### src/rtl/pmenc_pkg.sv
`default_nettype none
// ----------------------------------------------------------------------------
// pmenc_pkg
// Types and constants of the performance-state multiplier encoder: field
// widths, clamp limits, the divisor table and the divide-by-three reciprocal.
// ----------------------------------------------------------------------------
package pmenc_pkg;

  localparam int REG_W   = 64;
  localparam int MULT_W  = 13;
  localparam int VID_W   = 7;
  localparam int NUM_W   = 6;
  localparam int FID_W   = 5;
  localparam int DID_W   = 4;
  localparam int IN_W    = 88;
  localparam int OUT_W   = 88;

  localparam int NUM_DIVS   = 9;
  localparam int GROUP_SIZE = 3;
  localparam int NUM_GROUPS = 3;

  // multipliers in units of 1/96
  localparam logic [MULT_W-1:0] MULT_LO = 13'd96;
  localparam logic [MULT_W-1:0] MULT_HI = 13'd4512;

  // numerator range, frequency code is numerator minus NUM_LO
  localparam logic [NUM_W-1:0] NUM_LO = 6'd16;
  localparam logic [NUM_W-1:0] NUM_HI = 6'd47;

  // floor(x / 3) = (x * RECIP3) >> RECIP_SHIFT, exact for x < 8192
  localparam int              RECIP_W     = 12;
  localparam int              RECIP_SHIFT = 13;
  localparam int              PROD_W      = MULT_W + RECIP_W;
  localparam logic [RECIP_W-1:0] RECIP3   = 12'd2731;

  // divisor step in units of 1/96 per numerator: 96 / divisor; codes 9..15 have none
  localparam logic [6:0] DIV_UNITS [16] = '{
    7'd96, 7'd64, 7'd48, 7'd32, 7'd24, 7'd16, 7'd12, 7'd8,
    7'd6,  7'd0,  7'd0,  7'd0,  7'd0,  7'd0,  7'd0,  7'd0
  };

  // step = (2^shift) or (3 * 2^shift)
  localparam logic [2:0] DIV_SHIFT [NUM_DIVS] = '{
    3'd5, 3'd6, 3'd4, 3'd5, 3'd3, 3'd4, 3'd2, 3'd3, 3'd1
  };
  localparam logic DIV_BY3 [NUM_DIVS] = '{
    1'b1, 1'b0, 1'b1, 1'b0, 1'b1, 1'b0, 1'b1, 1'b0, 1'b1
  };

  localparam logic [DID_W-1:0] DID_COUNT = 4'd9;

endpackage
`default_nettype wire

### src/rtl/pstate_multiplier_encoder_top.sv
`default_nettype none
// Path: an accepted word passes stages 1 to 4 and the output register to out_tdata.
// Throughput: one word per cycle while out_tready is high; five register stages
// with a valid bit each, a stage advancing when empty or when the stage after it advances.
// Reset: rst_n (synchronous, active low) empties all stages; payload is not reset.
// ----------------------------------------------------------------------------
// pstate_multiplier_encoder_top
// Clamps the target multiplier, finds the best numerator/divisor pair over
// nine divisors and rewrites the performance-state register when needed.
// ----------------------------------------------------------------------------
module pstate_multiplier_encoder_top
  import pmenc_pkg::*;
(
  input  wire logic             clk,
  input  wire logic             rst_n,
  input  wire logic             in_tvalid,
  output logic                  in_tready,
  // old_register[63:0], target_multiplier[76:64], target_vid[83:77], zero pad
  input  wire logic [IN_W-1:0]  in_tdata,
  output logic                  out_tvalid,
  input  wire logic             out_tready,
  // new_register[63:0], write_needed[64], new_fid[69:65], new_did[73:70],
  // old_multiplier[86:74], old_divisor_invalid[87]
  output logic [OUT_W-1:0]      out_tdata
);

  // stage enables
  logic out_en, s4_en, s3_en, s2_en, s1_en;

  // stage 1: captured word
  logic              s1_v_r;
  logic [REG_W-1:0]  s1_old_r;
  logic [MULT_W-1:0] s1_m_r;
  logic [VID_W-1:0]  s1_vid_r;

  // stage 2: numerator per divisor
  logic              s2_v_r;
  logic [REG_W-1:0]  s2_old_r;
  logic [VID_W-1:0]  s2_vid_r;
  logic [MULT_W-1:0] s2_omult_r, s2_omult_nxt;
  logic              s2_inv_r, s2_inv_nxt;
  logic [NUM_W-1:0]  s2_n_r   [NUM_DIVS];
  logic [NUM_W-1:0]  s2_n_nxt [NUM_DIVS];
  logic              s2_ok_r   [NUM_DIVS];
  logic              s2_ok_nxt [NUM_DIVS];

  // stage 3: quotient per divisor
  logic              s3_v_r;
  logic [REG_W-1:0]  s3_old_r;
  logic [VID_W-1:0]  s3_vid_r;
  logic [MULT_W-1:0] s3_omult_r;
  logic              s3_inv_r;
  logic [MULT_W-1:0] s3_q_r     [NUM_DIVS];
  logic [MULT_W-1:0] s3_q_nxt   [NUM_DIVS];
  logic [FID_W-1:0]  s3_fid_r   [NUM_DIVS];
  logic [FID_W-1:0]  s3_fid_nxt [NUM_DIVS];

  // stage 4: best of each group of three
  logic              s4_v_r;
  logic [REG_W-1:0]  s4_old_r;
  logic [VID_W-1:0]  s4_vid_r;
  logic [MULT_W-1:0] s4_omult_r;
  logic              s4_inv_r;
  logic [MULT_W-1:0] s4_q_r     [NUM_GROUPS];
  logic [MULT_W-1:0] s4_q_nxt   [NUM_GROUPS];
  logic [FID_W-1:0]  s4_fid_r   [NUM_GROUPS];
  logic [FID_W-1:0]  s4_fid_nxt [NUM_GROUPS];
  logic [DID_W-1:0]  s4_did_r   [NUM_GROUPS];
  logic [DID_W-1:0]  s4_did_nxt [NUM_GROUPS];

  // output register
  logic              out_v_r;
  logic [OUT_W-1:0]  out_data_r, out_data_nxt;

  assign out_en    = !out_v_r || out_tready;
  assign s4_en     = !s4_v_r || out_en;
  assign s3_en     = !s3_v_r || s4_en;
  assign s2_en     = !s2_v_r || s3_en;
  assign s1_en     = !s1_v_r || s2_en;
  assign in_tready = s1_en;

  // --------------------------------------------------------------------------
  // stage 1
  always_ff @(posedge clk) begin
    if (!rst_n) begin
      s1_v_r <= 1'b0;
    end else if (s1_en) begin
      s1_v_r <= in_tvalid;
    end
    if (s1_en && in_tvalid) begin
      s1_old_r <= in_tdata[REG_W-1:0];
      s1_m_r   <= in_tdata[REG_W +: MULT_W];
      s1_vid_r <= in_tdata[REG_W+MULT_W +: VID_W];
    end
  end

  // --------------------------------------------------------------------------
  // stage 2: clamp, then n = floor(m / step) per divisor
  logic [MULT_W-1:0] m_clamp;
  logic [DID_W-1:0]  old_did;
  logic [NUM_W-1:0]  old_num;

  assign m_clamp = (s1_m_r < MULT_LO) ? MULT_LO :
                   (s1_m_r > MULT_HI) ? MULT_HI : s1_m_r;

  for (genvar i = 0; i < NUM_DIVS; i++) begin : g_lane_div
    logic [MULT_W-1:0] sh;
    logic [PROD_W-1:0] prod;
    logic [MULT_W-1:0] n_raw;
    assign sh    = m_clamp >> DIV_SHIFT[i];
    assign prod  = {{RECIP_W{1'b0}}, sh} * {{MULT_W{1'b0}}, RECIP3};
    assign n_raw = DIV_BY3[i] ? {1'b0, prod[PROD_W-1:RECIP_SHIFT]} : sh;
    assign s2_ok_nxt[i] = (n_raw >= {{(MULT_W-NUM_W){1'b0}}, NUM_LO});
    assign s2_n_nxt[i]  = (n_raw > {{(MULT_W-NUM_W){1'b0}}, NUM_HI}) ? NUM_HI
                                                                    : n_raw[NUM_W-1:0];
  end

  // decode the old multiplier; unused divisor codes give a zero step
  assign old_did      = s1_old_r[DID_W-1:0];
  assign old_num      = {1'b0, s1_old_r[DID_W +: FID_W]} + NUM_LO;
  assign s2_inv_nxt   = (old_did >= DID_COUNT);
  assign s2_omult_nxt = {{(MULT_W-NUM_W){1'b0}}, old_num} *
                        {{(MULT_W-7){1'b0}}, DIV_UNITS[old_did]};

  always_ff @(posedge clk) begin
    if (!rst_n) begin
      s2_v_r <= 1'b0;
    end else if (s2_en) begin
      s2_v_r <= s1_v_r;
    end
    if (s2_en && s1_v_r) begin
      s2_old_r   <= s1_old_r;
      s2_vid_r   <= s1_vid_r;
      s2_omult_r <= s2_omult_nxt;
      s2_inv_r   <= s2_inv_nxt;
      s2_n_r     <= s2_n_nxt;
      s2_ok_r    <= s2_ok_nxt;
    end
  end

  // --------------------------------------------------------------------------
  // stage 3: quotient q = n * step; zero marks a numerator below range
  for (genvar i = 0; i < NUM_DIVS; i++) begin : g_lane_quot
    logic [NUM_W-1:0] fid_w;
    assign s3_q_nxt[i] = s2_ok_r[i] ?
                         ({{(MULT_W-NUM_W){1'b0}}, s2_n_r[i]} *
                          {{(MULT_W-7){1'b0}}, DIV_UNITS[i]}) : '0;
    assign fid_w         = s2_n_r[i] - NUM_LO;
    assign s3_fid_nxt[i] = fid_w[FID_W-1:0];
  end

  always_ff @(posedge clk) begin
    if (!rst_n) begin
      s3_v_r <= 1'b0;
    end else if (s3_en) begin
      s3_v_r <= s2_v_r;
    end
    if (s3_en && s2_v_r) begin
      s3_old_r   <= s2_old_r;
      s3_vid_r   <= s2_vid_r;
      s3_omult_r <= s2_omult_r;
      s3_inv_r   <= s2_inv_r;
      s3_q_r     <= s3_q_nxt;
      s3_fid_r   <= s3_fid_nxt;
    end
  end

  // --------------------------------------------------------------------------
  // stage 4: best of each group; strictly greater replaces, so ties keep the earlier
  always_comb begin
    for (int g = 0; g < NUM_GROUPS; g++) begin
      s4_q_nxt[g]   = s3_q_r[g*GROUP_SIZE];
      s4_fid_nxt[g] = s3_fid_r[g*GROUP_SIZE];
      s4_did_nxt[g] = DID_W'(g*GROUP_SIZE);
      for (int k = 1; k < GROUP_SIZE; k++) begin
        if (s3_q_r[g*GROUP_SIZE+k] > s4_q_nxt[g]) begin
          s4_q_nxt[g]   = s3_q_r[g*GROUP_SIZE+k];
          s4_fid_nxt[g] = s3_fid_r[g*GROUP_SIZE+k];
          s4_did_nxt[g] = DID_W'(g*GROUP_SIZE+k);
        end
      end
    end
  end

  always_ff @(posedge clk) begin
    if (!rst_n) begin
      s4_v_r <= 1'b0;
    end else if (s4_en) begin
      s4_v_r <= s3_v_r;
    end
    if (s4_en && s3_v_r) begin
      s4_old_r   <= s3_old_r;
      s4_vid_r   <= s3_vid_r;
      s4_omult_r <= s3_omult_r;
      s4_inv_r   <= s3_inv_r;
      s4_q_r     <= s4_q_nxt;
      s4_fid_r   <= s4_fid_nxt;
      s4_did_r   <= s4_did_nxt;
    end
  end

  // --------------------------------------------------------------------------
  // output stage: final pick, compare against old codes, rewrite low 16 bits
  logic [MULT_W-1:0] best_q;
  logic [FID_W-1:0]  best_fid;
  logic [DID_W-1:0]  best_did;
  logic              wr;
  logic [REG_W-1:0]  new_reg;

  always_comb begin
    best_q   = s4_q_r[0];
    best_fid = s4_fid_r[0];
    best_did = s4_did_r[0];
    for (int g = 1; g < NUM_GROUPS; g++) begin
      if (s4_q_r[g] > best_q) begin
        best_q   = s4_q_r[g];
        best_fid = s4_fid_r[g];
        best_did = s4_did_r[g];
      end
    end
  end

  assign wr      = ({best_fid, best_did} != s4_old_r[FID_W+DID_W-1:0]);
  assign new_reg = wr ? {s4_old_r[REG_W-1:16], s4_vid_r, best_fid, best_did} : s4_old_r;
  assign out_data_nxt = {s4_inv_r, s4_omult_r, best_did, best_fid, wr, new_reg};

  always_ff @(posedge clk) begin
    if (!rst_n) begin
      out_v_r <= 1'b0;
    end else if (out_en) begin
      out_v_r <= s4_v_r;
    end
    if (out_en && s4_v_r) begin
      out_data_r <= out_data_nxt;
    end
  end

  assign out_tvalid = out_v_r;
  assign out_tdata  = out_data_r;

  // --------------------------------------------------------------------------
  // assertions

  // the low nine bits of the result always carry the chosen codes
  a_codes_in_reg: assert property (@(posedge clk) disable iff (!rst_n)
    out_tvalid |-> (out_tdata[8:0] == {out_tdata[69:65], out_tdata[73:70]}))
    else $error("new register codes differ from new_fid/new_did");

  // an invalid old divisor can never match, so it forces a write
  a_inv_writes: assert property (@(posedge clk) disable iff (!rst_n)
    (out_tvalid && out_tdata[87]) |-> (out_tdata[64] && (out_tdata[86:74] == '0)))
    else $error("invalid old divisor without write or with nonzero multiplier");

  // chosen divisor index stays within the table
  a_did_range: assert property (@(posedge clk) disable iff (!rst_n)
    out_tvalid |-> (out_tdata[73:70] < DID_COUNT))
    else $error("new_did out of range");

  // reset empties the output stage
  a_reset_empty: assert property (@(posedge clk)
    !rst_n |=> !out_tvalid)
    else $error("output valid after reset");

endmodule
`default_nettype wire
### config.mk
export PLATFORM = sky130hd
export DESIGN_NAME = pstate_multiplier_encoder_top
export DESIGN_NICKNAME = d
export VERILOG_FILES = /design/src/rtl/pmenc_pkg.sv /design/src/rtl/pstate_multiplier_encoder_top.sv
export SDC_FILE = /design/constraint.sdc
export NUM_CORES = 1
export LEC_CHECK = 0
export ABC_AREA = 1
export BUFFER_PORTS_ARGS = -buffer_cell sky130_fd_sc_hd__buf_2
export CAP_MARGIN = 30
export CORE_MARGIN = 2
export CORE_UTILIZATION = 41
export CTS_BUF_LIST = sky130_fd_sc_hd__clkbuf_16
export DETAILED_ROUTE_END_ITERATION = 10
export PLACE_DENSITY = 0.61
export SYNTH_ARGS = -nofsm -noshare
export SYNTH_HDL_FRONTEND = slang
export SYNTH_SLANG_ARGS = --single-unit
export TNS_END_PERCENT = 20
### constraint.sdc
create_clock -name clk -period 21.8 [get_ports clk]
set_clock_uncertainty 0.15 [all_clocks]
set_input_delay 3.27 -clock clk [delete_from_list [all_inputs] [get_ports clk]]
set_output_delay 3.27 -clock clk [all_outputs]
set_load 0.05 [all_outputs]
---- Word-level counts from Yosys, hierarchy flattened ----
Memory sizes are Yosys's and may differ from the RTL's.
Cells that the tools add are included.
storage, ports and cells
  register bits ........................... 723
  ROM bits ................................ 112
  input port bits ......................... 92
  output and inout port bits .............. 90
  memories kept ........................... 1
operators by class
  add/sub/neg operators ................... 10
  $mul .................................... 11
  order comparisons ....................... 30
  eq/ne operators ......................... 1
  muxes and demuxes ....................... 25
  bitwise logic cells ..................... 1
  reduce and logical (&&, ||, !) cells .... 15
memories
  memory            depth  bits a word  rd ports  clocked after memory_dff  write ports  RTL line                              text
  (name not given)  16     7            1         0                         0            pstate_multiplier_encoder_top.sv:123  {{(MULT_W-7){1'b0}}, DIV_UNITS[old_did]};
operators with widths
  cell                      number
  $mux W13                  9
  $gt A13 B13 Y1            8
  $sub A5 B5 Y5 const B     9
  $mul A6 B2 Y8 const B     5
  $mux W5                   8
  $ge A12 B5 Y1 const B     3
  $gt A12 B6 Y1 const B     3
  $mul A12 B12 Y24 const B  1
  $mul A11 B12 Y23 const B  1
  $mul A10 B12 Y22 const B  1
  $mul A9 B12 Y21 const B   1
  $ge A10 B5 Y1 const B     2
  $gt A10 B6 Y1 const B     2
  $mul A8 B12 Y20 const B   1
  $mux W16                  1
  $mux W7                   2
  $gt A13 B13 Y1 const B    1
  $lt A13 B7 Y1 const B     1
  $mul A6 B7 Y13            1
  $ge A11 B5 Y1 const B     1
  $gt A11 B6 Y1 const B     1
  $ge A9 B5 Y1 const B      1
  $gt A9 B6 Y1 const B      1
  $ne A9 B9 Y1              1
  14 further kinds          28

---- Logic depth before layout (Yosys ltp) ----
Gate-level depths: netlist of run 1.
  word-level depth ........................ 7
  gate-level depth with buffers ........... 33

---- Least setup slack after synthesis of run 1 ----
Ideal clock, no wire load.
  kind .................................... input port to flip-flop
  start ................................... input port out_tready
  end ..................................... register s2_inv_r (enable)
  arrival time ............................ 9.789 ns
  required time ........................... 20.991 ns
  path slack .............................. 11.202 ns
  cell stages on the path ................. 8
  path buffers ............................ 0
  cells stage by stage .................... nor2_1 -> inv_1 -> nor2_1 -> inv_1 -> nor2_1 -> inv_1 -> nor2_1 -> nor2_1
between the ends
  cells in the longest elaborated chain, start to end .. 5
ends and longest elaborated chain
  what                  RTL line                              text
  start, declared       pstate_multiplier_encoder_top.sv:21   input wire logic out_tready,
  $logic_or A1 B1 Y1    pstate_multiplier_encoder_top.sv:75   assign out_en = !out_v_r || out_tready;
  $logic_or A1 B1 Y1    pstate_multiplier_encoder_top.sv:76   assign s4_en = !s4_v_r || out_en;
  $logic_or A1 B1 Y1    pstate_multiplier_encoder_top.sv:77   assign s3_en = !s3_v_r || s4_en;
  $logic_or A1 B1 Y1    pstate_multiplier_encoder_top.sv:78   assign s2_en = !s2_v_r || s3_en;
  $logic_and A1 B1 Y1   pstate_multiplier_encoder_top.sv:131  if (s2_en && s1_v_r) begin
  end signal, assigned  pstate_multiplier_encoder_top.sv:135  s2_inv_r <= s2_inv_nxt;
  end, declared         pstate_multiplier_encoder_top.sv:41   logic s2_inv_r, s2_inv_nxt;
No other way between the ends.
A chain may end at the register's enable or synchronous reset.

---- Worst setup path after layout of run 1 ----
  start ................................... input port out_tready
  end ..................................... output port in_tready
between the ends
  cells in the longest elaborated chain, start to end .. 5
ends and longest elaborated chain
  what                RTL line                             text
  $logic_or A1 B1 Y1  pstate_multiplier_encoder_top.sv:75
  $logic_or A1 B1 Y1  pstate_multiplier_encoder_top.sv:76
  $logic_or A1 B1 Y1  pstate_multiplier_encoder_top.sv:77
  $logic_or A1 B1 Y1  pstate_multiplier_encoder_top.sv:78
  $logic_or A1 B1 Y1  pstate_multiplier_encoder_top.sv:79  assign s1_en = !s1_v_r || s2_en;
  end, declared       pstate_multiplier_encoder_top.sv:17  output logic in_tready,
No other way between the ends.

==> Flow_metrics.wiki, run 1 <==
{| class="wikitable"
! Metric !! Value
|-
| Outcome || completed
|-
| Measured slew at the worst slew-check pin || 0.953 ns
|-
| Hold buffer count at CTS || 0
|-
| Dominant synthesized flop cell || edfxtp_1
|-
| Maximum buffer depth of the clock tree || 3
|-
| Count of TritonRoute iterations in the first routing pass || 5
|-
| Number of placement rows || 104
|-
| Seq/Total Area, Yosys || 58.1%
|-
| Total clock buffers created by CTS || 67
|-
| Top-Level Pins || 182
|-
| Maximum number of pins on one net before global-route repair || 122
|-
| Die Outline Area || 0.0839 mm2
|-
| Floorplan core area || 0.0807 mm2
|-
| Total track usage || 16.3%
|-
| Headroom to the max-slew limit || 36.3%
|-
| Initial antenna violation count || 5
|-
| Clock transition at path regs || 0.06 ns
|-
| Routability congestion estimate || 0.882
|-
| Port bufs || 176
|-
| Cell family with most CP delay || simple AND/OR/NAND/NOR gates
|-
| Vias in the first global route || 19473
|-
| Yosys top cell area share || 57.8%
|-
| Total setup violations reported at the end of the flow || 0
|-
| Highest clock frequency the design can meet || 122 MHz
|-
| Count of mapped cells out of synthesis || 2771
|-
| CP Buf/Inv Count || 7
|-
| CTS tree || done
|-
| Final-layout worst hold slack || 0.237 ns
|-
| Via count normalized by instance count || 4.79
|-
| CP Data Arrival Time || 4.80 ns
|-
| Category of the critical setup timing path || in -> out
|-
| Setup slack of the worst register-to-register path || 13.71 ns
|-
| # H-tree levels || 3
|-
| Final hold vios || 0
|-
| Delay of the slowest cell on the worst path || 0.22 ns
|-
| Mapped Nets || 3287
|-
| CP max-delay cell || nor2_1
|-
| Area occupied by multi-input gates || 0.0120 mm2
|-
| First-pass GRT wire length || 106000 um
|-
| TNS Setup || 0 ns
|-
| Die outline width || 290 um
|-
| Required @ worst endpoint || 18.38 ns
|-
| Element type at the critical path end || output port
|-
| Maximum vdd ir drop || 0.0680 mV
|-
| Cell at the root of the clock tree || clkbuf_16
|-
| Post-Synthesis Mean Instance Area || 12.1 um2
|-
| Unique masters post-synth || 57
|-
| Starting Density || 41.5%
|-
| Overall die height || 290 um
|-
| Number of nets in the layout || 3526
|-
| Iter 0 DRT Violations || 1173
|-
| Biggest area contributors in the synthesized netlist || edfxtp_1 (58%), ha_1 (11%), fa_1 (7.0%), inv_1 (5.5%), nand2_1 (4.7%)
|-
| Number of setup buffers added after CTS || 0
|-
| Worst-path fanout max || 3
|-
| Post_cts resized || 0
|-
| Crit path time final || 8.22 ns
|-
| Cell Area, Synth || 0.0335 mm2
|-
| Power density over the cells || 104 mW/mm2
|-
| Fraction of registers with async set/reset || 0%
|-
| Startpoint Class || primary input
|-
| Count of flip-flops with a built-in enable after synthesis || 644
|-
| Final routed wirelength across all metal layers || 67800 um
|-
| Wire length per cell after detailed routing || 16.5 um
|-
| Sequential cell area || 0.0194 mm2
|-
| Number of clock sinks || 649
|-
| YS warnings || 0
|-
| Count of fill cells added during filler insertion || 7294
|-
| Remaining number of nets flagged by the antenna check after routing || 0
|-
| Max-cap violation count || 0
|-
| Cell chain of the critical path || buf_2 > nor2_1 > inv_1 > nor2_1 > inv_1 > nor2_1 > inv_1 > nor2_1 > inv_1 > nor2_1 > inv_1 > buf_2
|-
| Detailed placement HPWL || 51300 um
|-
| Routed vias || 19704
|-
| Share of the cycle needed by the critical path after routing || 37.7%
|-
| RSZ-0062 raised after global routing || no
|-
| Cell taking the most area after synthesis || edfxtp_1
|-
| Worst min-delay path category || reg -> reg
|-
| Layout cell share with drive strength beyond 1 || 11.9%
|-
| Number of remaining DRC errors || 0
|-
| Total grt overflow || 0
|-
| Number of register bits inferred by synthesis || 649
|-
| Clock latency at the later pin of the worst-skew pair || 0.62 ns
|-
| Area overhead of the layout relative to synthesis || 13.3%
|-
| Final Max Slew Viols || 0
|-
| LEAKAGE || 16.3 nW
|-
| Design Power || 0.00396 W
|}
[final cells by class]
| cell class | instances | share of cell area [%] |
|---|---|---|
| sequential | 649 | 51.3 |
| multi-input combinational | 1592 | 31.7 |
| inverter | 507 | 5.05 |
| clock buffer | 67 | 4.42 |
| tap | 1060 | 3.50 |
| timing repair buffer | 193 | 2.75 |
| clock inverter | 46 | 1.27 |
| antenna | 3 | 0.0198 |
[worst register-to-register path: stages (launching register included)]
cell       delay, ns
edfxtp_1        0.90
inv_2           0.32
nor2_1          0.16
nand2_1         0.06
nor2_1          0.08
nand2_1         0.06
nand2_2         0.13
inv_2           0.10
nor2_1          0.10
buf_4           0.24
inv_1           0.23
ha_1            0.49
fa_1            0.71
inv_1           0.15
fa_1            0.53
fa_1            0.54
inv_1           0.08
ha_1            0.25
fa_1            0.71
nand2_1         0.16
nor3_1          0.45
o2111ai_1       0.30
nand3_1         0.18
xnor2_1         0.08
nor2_1          0.29
nand2_1         0.10
nor2_1          0.20
nand2_1         0.09
[cells by family (layout without fill, tap and decap cells)]
| kind of cell | after synthesis | count (layout) | share of synthesized area [%] |
|---|---|---|---|
| AND/OR/NAND/NOR | 804 | 804 | 10.9 |
| other | 1 | 4 | 0.0112 |
| buffers and inverters | 530 | 813 | 6.08 |
| adder cells (fa/ha/maj) | 424 | 424 | 18.5 |
| flip-flops | 649 | 649 | 58.1 |
| XOR/XNOR | 48 | 48 | 1.31 |
| AO/OA/AOI/OAI | 315 | 315 | 5.19 |
[cells in the final DEF, fill, tap and decap left out, types with 31 or more instances in the layout]
cell	count
a21oi_1	131
buf_2	176
clkbuf_16	67
edfxtp_1	644
fa_1	117
ha_1	307
inv_1	504
nand2_1	417
nand3_1	81
nor2_1	168
nor3_1	31
o21ai_0	110
xor2_1	38
[layer usage]
layer	vias up	global-route usage, %	share of wire [%]
met2	392	28.2	50
met3	101	2.36	4.0
met4	0	4.62	2.4
li1	9882	-	-
met5	-	0	0
met1	9329	21.4	44
[registers in the layout, indices dropped and copies added, names as in the netlist, 45 cells and up]
signal and flops:
s1_old_r 64, out_tdata 87, s3_q_r 64, s2_n_r 54, s3_fid_r 45, s4_old_r 64, s3_old_r 64, s2_old_r 64
[power by group]
part           internal [W]  switching (W)
Clock              0.000620       0.000482
Sequential          0.00146      0.0000312
Combinational      0.000485       0.000882
[cells in the mapped netlist (all sizes together), types with 2 or more instances]
master,instances
a31oi,22
o21ai,115
a21o,4
ha,307
nand4,24
clkbuf,14
o2111ai,5
nor2,179
o21bai,9
a21boi,2
nor4,6
edfxtp,644
xnor2,10
or2,9
nand2,444
a21oi,131
o21a,5
o31ai,9
buf,9
dfxtp,5
inv,506
o211ai,9
nand3b,11
fa,117
nor3,32
nand3,94
xor2,38
[path summary, 6_finish.rpt]
kind	end	depth (start not counted)	startpoint
worst min-delay path	s3_vid_r[5]	0	s2_vid_r[5]
worst min register to register	s3_vid_r[5]	0	s2_vid_r[5]
worst max-delay path	in_tready	12	out_tready
worst max register to register	s2_n_r[12]	27	s1_m_r[12]
[stage by stage]
step | cells | util, % | setup slack [ns] | cell area (um2)
3_3_place_gp | 3999 | 44.2 | 13.60 | 35700
4_1_cts | 4113 | 46.9 | 13.57 | 37900
3_5_place_dp | 4000 | 44.3 | 13.57 | 35700
6_report | 4117 | 47.0 | 13.58 | 37900
2_1_floorplan | 2771 | - | 11.20 | 33500
5_1_grt | 4117 | 47.0 | 13.16 | 37900
(Power assumes the default switching activity.)
==> inputs of run 2 (changes only) <==
==> constraint.sdc (replaced) <==
create_clock -name clk -period 8 [get_ports clk]
set_clock_uncertainty 0.15 [all_clocks]
set_input_delay 1.2 -clock clk [delete_from_list [all_inputs] [get_ports clk]]
set_output_delay 1.2 -clock clk [all_outputs]
set_load 0.05 [all_outputs]
==> run 2 against run 1 <==
Compared with the run above:
- first-iteration DRC count down 7.6%
- register-to-register slack worse by 13 ns
- cell count about the same
- power rose to 2.7 times the previous value
- wire length is 1.4% lower
- largest power group unchanged
- combinational power increased to 2.7 times the previous value
- cell area rose by 0.15%
- sequential power rose to 2.7 times the previous value
- utilization rose by 0.068 points
- clock power rose to 2.7 times the previous value
- via count shrank 0.40%
- count of clock-buffer cells in the layout is the same
==> Flow_metrics.wiki, run 2 (synthesized netlist as in run 1, its figures left out) <==
{| class="wikitable"
! Metric !! Value
|-
| Worst-path fanout max || 8
|-
| Share of the cycle needed by the critical path after routing || 86.5%
|-
| Placed cell count || 4002
|-
| LEAKAGE || 16.3 nW
|-
| Iter 0 DRT Violations || 1084
|-
| First element of the critical path || s1_m_r[12]
|-
| TNS Setup || 0 ns
|-
| Cell at the root of the clock tree || clkbuf_16
|-
| Die outline width || 290 um
|-
| Startpoint Class || flop
|-
| Hold buffer count at CTS || 0
|-
| RSZ-0062 raised after global routing || no
|-
| Final critical-path setup slack || 1.08 ns
|-
| # H-tree levels || 3
|-
| Crit path time final || 6.92 ns
|-
| Clock latency at the later pin of the worst-skew pair || 0.62 ns
|-
| Max-cap violation count || 0
|-
| Headroom to the max-slew limit || 42.6%
|-
| Die Outline Area || 0.0839 mm2
|-
| Clock transition at path regs || 0.06 ns
|-
| Most common cell after layout, fill and taps aside || edfxtp_1
|-
| Power density over the cells || 285 mW/mm2
|-
| Element type at the critical path end || flop
|-
| Required @ worst endpoint || 8.20 ns
|-
| Pre-CTS setup slack || 1.18 ns
|-
| Post_cts resized || 0
|-
| Top-Level Pins || 182
|-
| Overall die height || 290 um
|-
| Total grt overflow || 0
|-
| Measured slew at the worst slew-check pin || 0.861 ns
|-
| R2r worst-path depth || 26
|-
| Routed vias || 19625
|-
| Worst min-delay path category || reg -> reg
|-
| Number of setup buffers added after CTS || 0
|-
| Util after Layout || 47.0%
|-
| Max reg flops || 87
|-
| Wire length per cell after detailed routing || 16.2 um
|-
| Starting Density || 41.5%
|-
| Number of clock sinks || 649
|-
| Total clock buffers created by CTS || 67
|-
| CP Data Arrival Time || 7.12 ns
|-
| Count of non-filler cells in the finished layout || 4121
|-
| Highest clock frequency the design can meet || 145 MHz
|-
| Number of remaining DRC errors || 0
|-
| CP Capture Point || s2_n_r[14]
|-
| CTS tree || done
|-
| Final hold vios || 0
|-
| Maximum number of pins on one net before global-route repair || 148
|-
| Routability congestion estimate || 0.914
|-
| Launch point of the worst reg-to-reg path || s1_m_r[12]
|-
| Area overhead of the layout relative to synthesis || 13.4%
|-
| Remaining number of nets flagged by the antenna check after routing || 0
|-
| Count of fill cells added during filler insertion || 7244
|-
| Floorplan core area || 0.0807 mm2
|-
| Number of placement rows || 104
|-
| Port bufs || 176
|-
| Outcome || completed
|-
| Detailed placement HPWL || 50600 um
|-
| Endpoint of the worst-slack reg-to-reg timing path || s2_n_r[14]
|-
| Final Max Slew Viols || 0
|-
| Maximum buffer depth of the clock tree || 3
|-
| Count of TritonRoute iterations in the first routing pass || 7
|-
| Maximum vdd ir drop || 0.193 mV
|-
| Setup slack of the worst register-to-register path || 1.08 ns
|-
| Category of the critical setup timing path || reg -> reg
|-
| Vias in the first global route || 19285
|-
| Total track usage || 16.0%
|-
| Layout cell share with drive strength beyond 1 || 12.0%
|-
| Number of nets in the layout || 3530
|-
| Total setup violations reported at the end of the flow || 0
|-
| Via count normalized by instance count || 4.76
|-
| Leading cell types in the layout, fill and taps excluded || edfxtp_1 (644), inv_1 (509), nand2_1 (417)
|-
| First-pass GRT wire length || 103000 um
|-
| Final routed wirelength across all metal layers || 66800 um
|-
| Initial antenna violation count || 0
|}
-- run 2: changes by cell type in the layout (fill, tap and decap cells not counted), sizes merged --
cell / delta
clkinv: -4
diode: -2
bufinv: +1
inv: +6
clkinvlp: -1
buf: +4
-- run 2: area by class of cell --
class	count	area (um2)	share of cell area (%)
clock inverters	48	470	1.24
well taps	1060	1330	3.49
inverters	507	1920	5.05
clock buffers	67	1680	4.42
diodes	1	2.50	0.00659
repair buffers	197	1110	2.93
flip-flops and latches	649	19400	51.2
multi-input cells	1592	12000	31.7
-- run 2: worst max-delay path: stages, from the launching register on --
cell and delay, ns:
edfxtp_1 0.45, inv_2 0.23, nor2_1 0.06, nand2_1 0.06, nor2_1 0.04, nand2_1 0.06
nand2_2 0.10, inv_2 0.15, nor2_1 0.07, inv_1 0.30, ha_1 0.40, fa_1 0.70
inv_1 0.14, fa_1 0.53, fa_1 0.55, inv_1 0.07, ha_1 0.37, ha_1 0.41
nand2_1 0.15, nor3_1 0.43, o2111ai_1 0.28, nand3_1 0.17, xnor2_1 0.07, nor2_1 0.30
nand2_1 0.10, nor2_1 0.22, nand2_1 0.08
-- run 2: worst min path at each step --
stage	cells after the start	end	slack (ns)	startpoint
global route	0	s4_omult_r[1]	0.26	s3_omult_r[1]
finish	0	s4_omult_r[1]	0.24	s3_omult_r[1]
global placement	0	s3_old_r[23]	0.25	s2_old_r[23]
floorplan	0	out_tdata[16]	0.25	s4_old_r[16]
detailed placement	0	out_tdata[24]	0.25	s4_old_r[24]
CTS	0	s4_omult_r[1]	0.24	s3_omult_r[1]
-- run 2: power by group --
| part | total [W] | internal [W] | switching, W |
|---|---|---|---|
| combinational | 0.00376 | 0.00133 | 0.00243 |
| sequential | 0.00406 | 0.00398 | 0.0000839 |
| clock | 0.00301 | 0.00171 | 0.00129 |
| total | 0.0108 | 0.00702 | 0.00381 |
-- run 2: routing by layer --
metal  GRT usage (%)  vias up  wire length, um
met5               0        -                0
met3            2.46       98             2590
li1                -     9893                -
met1            21.0     9247            29800
met2            27.2      387            32700
met4            4.97        0             1730
-- run 2: through the flow --
step	total power, W	hold WS, ns	instance area, um2
final	0.0108	0.242	38000
after global routing	0.0116	0.257	38000
after CTS	0.0109	0.243	37900
after detailed placement	0.00787	0.255	35700
after global placement	0.00784	0.250	35700
after floorplan	0.00689	0.250	33500
